File: config.mk
export PLATFORM = sky130hd
export DESIGN_NAME = life_ctrl
export DESIGN_NICKNAME = d
export VERILOG_FILES = /design/src/life_pkg.sv /design/src/life_ctrl.sv
export SDC_FILE = /design/constraint.sdc
export NUM_CORES = 1
export LEC_CHECK = 0
export BUFFER_PORTS_ARGS = -buffer_cell sky130_fd_sc_hd__buf_4
export CAP_MARGIN = 20
export CORE_AREA = 3 3 40 42
export CTS_CLUSTER_DIAMETER = 150
export DETAILED_ROUTE_END_ITERATION = 8
export DIE_AREA = 0 0 43 45
export PLACE_DENSITY = 0.76
export SYNTH_ARGS = -nofsm -noshare
export SYNTH_HDL_FRONTEND = slang
export SYNTH_SLANG_ARGS = --single-unit
File: constraint.sdc
create_clock -name clk -period 3.8 [get_ports clk]
set_clock_uncertainty 0.1 [all_clocks]
set_input_delay 0.76 -clock clk [delete_from_list [all_inputs] [get_ports clk]]
set_output_delay 0.76 -clock clk [all_outputs]
set_load 0.005 [all_outputs]
File: src/life_pkg.sv
// Shared types and constants for the life grid generation core.
// No dependencies.
package life_pkg;

  localparam int MaxRows = 64;
  localparam int MaxCols = 128;
  localparam int RowW = 6;
  localparam int ColW = 7;
  localparam int AddrW = RowW + ColW;

  localparam logic [1:0] FUNC_WRITE = 2'd0;
  localparam logic [1:0] FUNC_ADVANCE = 2'd1;
  localparam logic [1:0] FUNC_READ = 2'd2;
  localparam logic [1:0] FUNC_UNUSED = 2'd3;

  localparam logic [1:0] REG_RULE = 2'd0;
  localparam logic [1:0] REG_ROWS = 2'd1;
  localparam logic [1:0] REG_COLS = 2'd2;

  // Controller to datapath.
  typedef struct packed {
    logic load_cmd;    // capture the accepted beat
    logic do_write;    // write the captured cell
    logic do_read;     // read the captured cell
    logic scan_start;  // clear scan counters
    logic scan_step;   // run one step of the advance sweep
    logic copy_start;  // clear copy counters
    logic copy_step;   // run one step of the copy sweep
    logic take_result; // load the output register
  } life_cmd_t;

  // Datapath to controller.
  typedef struct packed {
    logic scan_done;
    logic copy_done;
  } life_stat_t;

endpackage

File: src/life_ctrl.sv
// Command sequencer for the life grid core.
// Depends on life_pkg.
module life_ctrl import life_pkg::*; (
  input  logic       clk,
  input  logic       rst,
  input  logic       in_valid,
  output logic       in_ready,
  input  logic [1:0] func,
  input  logic       out_busy,
  input  life_stat_t stat,
  output life_cmd_t  cmd
);

  typedef enum logic [5:0] {
    S_IDLE  = 6'b000001,
    S_EXEC  = 6'b000010,
    S_SCAN  = 6'b000100,
    S_COPY  = 6'b001000,
    S_RDWT  = 6'b010000,
    S_DONE  = 6'b100000
  } state_t;

  state_t state, state_next;
  logic [1:0] func_q;

  assign in_ready = (state == S_IDLE);

  always_ff @(posedge clk) begin
    if (rst) begin
      state <= S_IDLE;
    end else begin
      state <= state_next;
    end
    if (in_valid && in_ready) func_q <= func;
  end

  // Step through one command at a time.
  always_comb begin
    state_next = state;
    cmd = '0;
    case (state)
      S_IDLE: begin
        if (in_valid) begin
          cmd.load_cmd = 1'b1;
          state_next = S_EXEC;
        end
      end
      S_EXEC: begin
        case (func_q)
          FUNC_WRITE: begin
            cmd.do_write = 1'b1;
            state_next = S_DONE;
          end
          FUNC_READ: begin
            cmd.do_read = 1'b1;
            state_next = S_RDWT;
          end
          FUNC_ADVANCE: begin
            cmd.scan_start = 1'b1;
            state_next = S_SCAN;
          end
          default: state_next = S_DONE;
        endcase
      end
      S_SCAN: begin
        cmd.scan_step = 1'b1;
        if (stat.scan_done) begin
          cmd.copy_start = 1'b1;
          state_next = S_COPY;
        end
      end
      S_COPY: begin
        cmd.copy_step = 1'b1;
        if (stat.copy_done) state_next = S_DONE;
      end
      S_RDWT: state_next = S_DONE;
      S_DONE: begin
        if (!out_busy) begin
          cmd.take_result = 1'b1;
          state_next = S_IDLE;
        end
      end
      default: state_next = S_IDLE;
    endcase
  end

endmodule

Yosys cells after proc, flatten, opt, wreduce, memory -nomap -nowiden

Cells that the tools add are included.

Register bits after elaboration: 8
Input bits: 8
Output and inout port bits: 9
Logic and storage cells: 34

Equal/unequal tests: 12
Multiplexer cells: 17
Reduce and logical (&&, ||, !) cells: 3

Operators by type and width:

| operator           | number |
|---|---|
| $pmux 6 s6         | 1 |
| $mux 6             | 4 |
| $pmux 6 s2         | 1 |
| $mux 1             | 9 |
| $ne 2x2->1 const B | 4 |
| $eq 6x1->1 const B | 1 |
| $eq 6x2->1 const B | 1 |
| $eq 6x3->1 const B | 1 |
| $eq 6x4->1 const B | 1 |
| $eq 6x5->1 const B | 1 |
| $eq 6x6->1 const B | 1 |
| $reduce_and 4->1   | 1 |
| $mux 3             | 1 |
| $eq 2x1->1 const B | 1 |
| $eq 2x2->1 const B | 1 |
| $logic_not 2->1    | 1 |
| $mux 2             | 1 |
| $logic_and 1x1->1  | 1 |

Logic depth before layout (Yosys ltp)

Depth in word-level cells: 3
Depth in mapped cells: 5
Gate-level depth less buffers: 5

Least setup slack after synthesis

Ideal clock, no wire load.

Kind: register to output
Start point: register state[4]
End point: output cmd[7] in the netlist's numbering
Arrival: 1.464 ns
Data required time: 2.940 ns
Path slack: 1.476 ns
Cell stages (with the launch flop): 5
Buffers on the path: 0
Path through: dfxtp_1 > or4b_1 > or3_4 > inv_1 > and2_1

RTL lines:

| what                     | RTL line        | source |
|---|---|---|
| start: declaration       | life_ctrl.sv:23 | `state_t state, state_next;` |
| start signal: assignment | life_ctrl.sv:32 | `state <= state_next;` |
| end: declaration         | life_ctrl.sv:11 | `output life_cmd_t cmd` |

==> results.md <==
* Status: finished, final reports clean
* Syn Std Cell Area at 526 um^2
* Cell depth of the worst flop-to-flop path at 4
* Layout cell share with drive strength beyond 1 at 31.9%
* Filler instances at 125
* Pwr dens at 372 mW/mm^2
* XOR/XNOR Fraction of Synth Area at 1.67%
* Ys Warns at 0
* Seq/Total Area, Yosys at 34.3%
* Post-synth top area share at 22.9%
* Root Driver: clkbuf_4
* Grt ovf at 0
* Via count at 474
* Maximum number of pins on one net before global-route repair at 9
* Cts repair resizes at 0
* Initial antenna violation count at 0
* CP required at 2.94 ns
* Worst-Skew Late Latency at 0.26 ns
* Hold Buf Count CTS at 0
* Yosys top cell by area: dfxtp_1
* Setup CP Type: flip-flop to output pin
* IO Port Bufs at 16
* WL/cell at 13.3 um
* First-pass GRT wire length at 1870 um
* Minimum clock period at 2.76 ns
* CTS buffer count at 3
* Pleak at 0.000319 uW
* Synth top area cells: dfxtp_1 23%, ha_1 12%, edfxtp_1 11%
* Area grow syn2layout at 30.7%
* Worst-path maximum fanout at 5
* Hold crit path type: flip-flop to flip-flop
* Post-Syn Nets at 66
* Worst Tran Pin Value at 0.506 ns
* Reg area at 180 um^2
* Top Ports at 17
* CTS max path bufs at 2
* Die span in y at 45 um
* Setup_tns at 0 ns
* Commonest non-fill, non-tap cells in the layout: 16 x buf_4, 6 x dfxtp_1, 5 x inv_1, 5 x and2_1, 5 x ha_1
* Via density at 5.45
* Fin util at 53.5%
* Slew Limit Fails at 0
* Max cap viols at 0
* Synth Area in Adders at 11.9%
* Crit end category: output pin
* #FFs+latches synth at 8
* Post-route ant nets at 0
* Worst hold path depth at 2
* DRT Pass-1 Iters at 4
* IR drop worst, VDD at 174 uV
* Vias in the first global route at 435
* Fin nets at 87
* RePlAce Congestion at 0.754
* Synth Instances at 53
* Post-Route WL at 1150 um
* Area occupied by multi-input gates at 327 um^2
* Fmax at 0.363 GHz
* Mapped Avg Cell Area at 9.92 um^2
* Simple-Gate Fraction of Synth Area at 33.6%
* Post-CTS Setup Inserts at 0
* Synth Area in Compound Gates at 15.0%
* Worst path arrival time at 1.90 ns
* GRT Overall Usage at 13.4%
* Final Hold Viols at 0
* Final HPWL DP at 937 um
* Synth cell types at 25
* Mux cell area share after synthesis at 0%
* Ant. Diodes at 0
* Commonest non-fill, non-tap cell in the layout: buf_4
* DIE AREA at 0.00194 mm^2
* Critical path startpoint category: flip-flop
* Main combinational cell family by area after synthesis: simple AND/OR/NAND/NOR gates
* H-tree lvl count at 1
* Initial Util at 40.9%
* Post-route DRC at 0
* Final Setup Violations at 0
* Final Cycle Share at 72.5%
* CTS clk-pin slew, worst paths at 0.05 ns
* Clock Sinks at 8
* Initial DRC count at 12
* Unrepaired setup endpoints after global routing: no
* DIE WIDTH at 43 um
* Rows at 13
* Slew Limit Headroom at 66.2%
* CTS tree: built
* Core area at 0.00128 mm^2
[worst max-delay path, cell delays in order, from the launching register on]
cell     delay, ns
dfxtp_1       0.34
or4b_1        0.52
or3_4         0.38
inv_1         0.08
and2_1        0.18
buf_4         0.13
[worst paths after layout]
kind	startpoint	endpoint	slack, ns
setup / recovery	state[4]	cmd[7]	1.04
hold / removal	state[5]	state[5]	0.56
setup reg to reg	state[4]	func_q[0]	1.90
hold reg to reg	state[5]	state[5]	0.56
[power breakdown]
group | switching, uW | total (uW) | internal [uW]
Clock | 28.9 | 65.0 | 36.1
Combinational | 39.2 | 82.9 | 43.8
Sequential | 10.1 | 108 | 97.4
[logic make-up (layout without fill, tap and decap cells)]
group,after synthesis,after routing
xor+xnor,1,1
fa+ha+maj,5,5
buf+inv,5,24
compound gates,7,7
flops,8,8
simple gates,27,27
[final cells by class]
cell class / instances / share of cell area [%]
Inverter: 5 / 2.73
Sequential cell: 8 / 26.2
Multi-Input combinational cell: 40 / 47.5
Tap cell: 15 / 2.73
Clock buffer: 3 / 3.28
Timing Repair Buffer: 16 / 17.5
[metrics by stage]
stage / hold slack [ns] / total power, uW / cell area, um^2 / cells / worst slack, ns
2_1_floorplan: 0.460 / 162 / 526 / 53 / 1.48
3_3_place_gp: 0.531 / 190 / 664 / 84 / 1.34
3_5_place_dp: 0.537 / 193 / 664 / 84 / 1.32
4_1_cts: 0.549 / 259 / 687 / 87 / 1.04
5_1_grt: 0.571 / 272 / 687 / 87 / 0.896
6_report: 0.558 / 255 / 687 / 87 / 1.04
[synth_stat cells (all sizes together)]
cell,instances
or3,1
xor2,1
nor3b,2
dfxtp,6
or4,1
inv,5
nor2,2
and2,5
o21a,2
o21ai,1
nand3b,3
and3b,2
nor2b,1
o221ai,2
edfxtp,2
a2bb2oi,1
or4b,1
ha,5
nor3,2
nand2,3
o32ai,1
nor4,3
nand4,1
[registers in the layout (all words and copies together), names as in the netlist]
register  flops
state         6
func_q        2
[routing by layer]
metal | wire (um) | track usage, % | vias to the layer above
met2 | 574 | 22.5 | 17
met5 | 0 | 0 | -
met3 | 77 | 3.59 | 3
met4 | 22 | 9.04 | 0
li1 | - | - | 236
met1 | 478 | 15.1 | 218
Power figures use the tool's default switching activity.
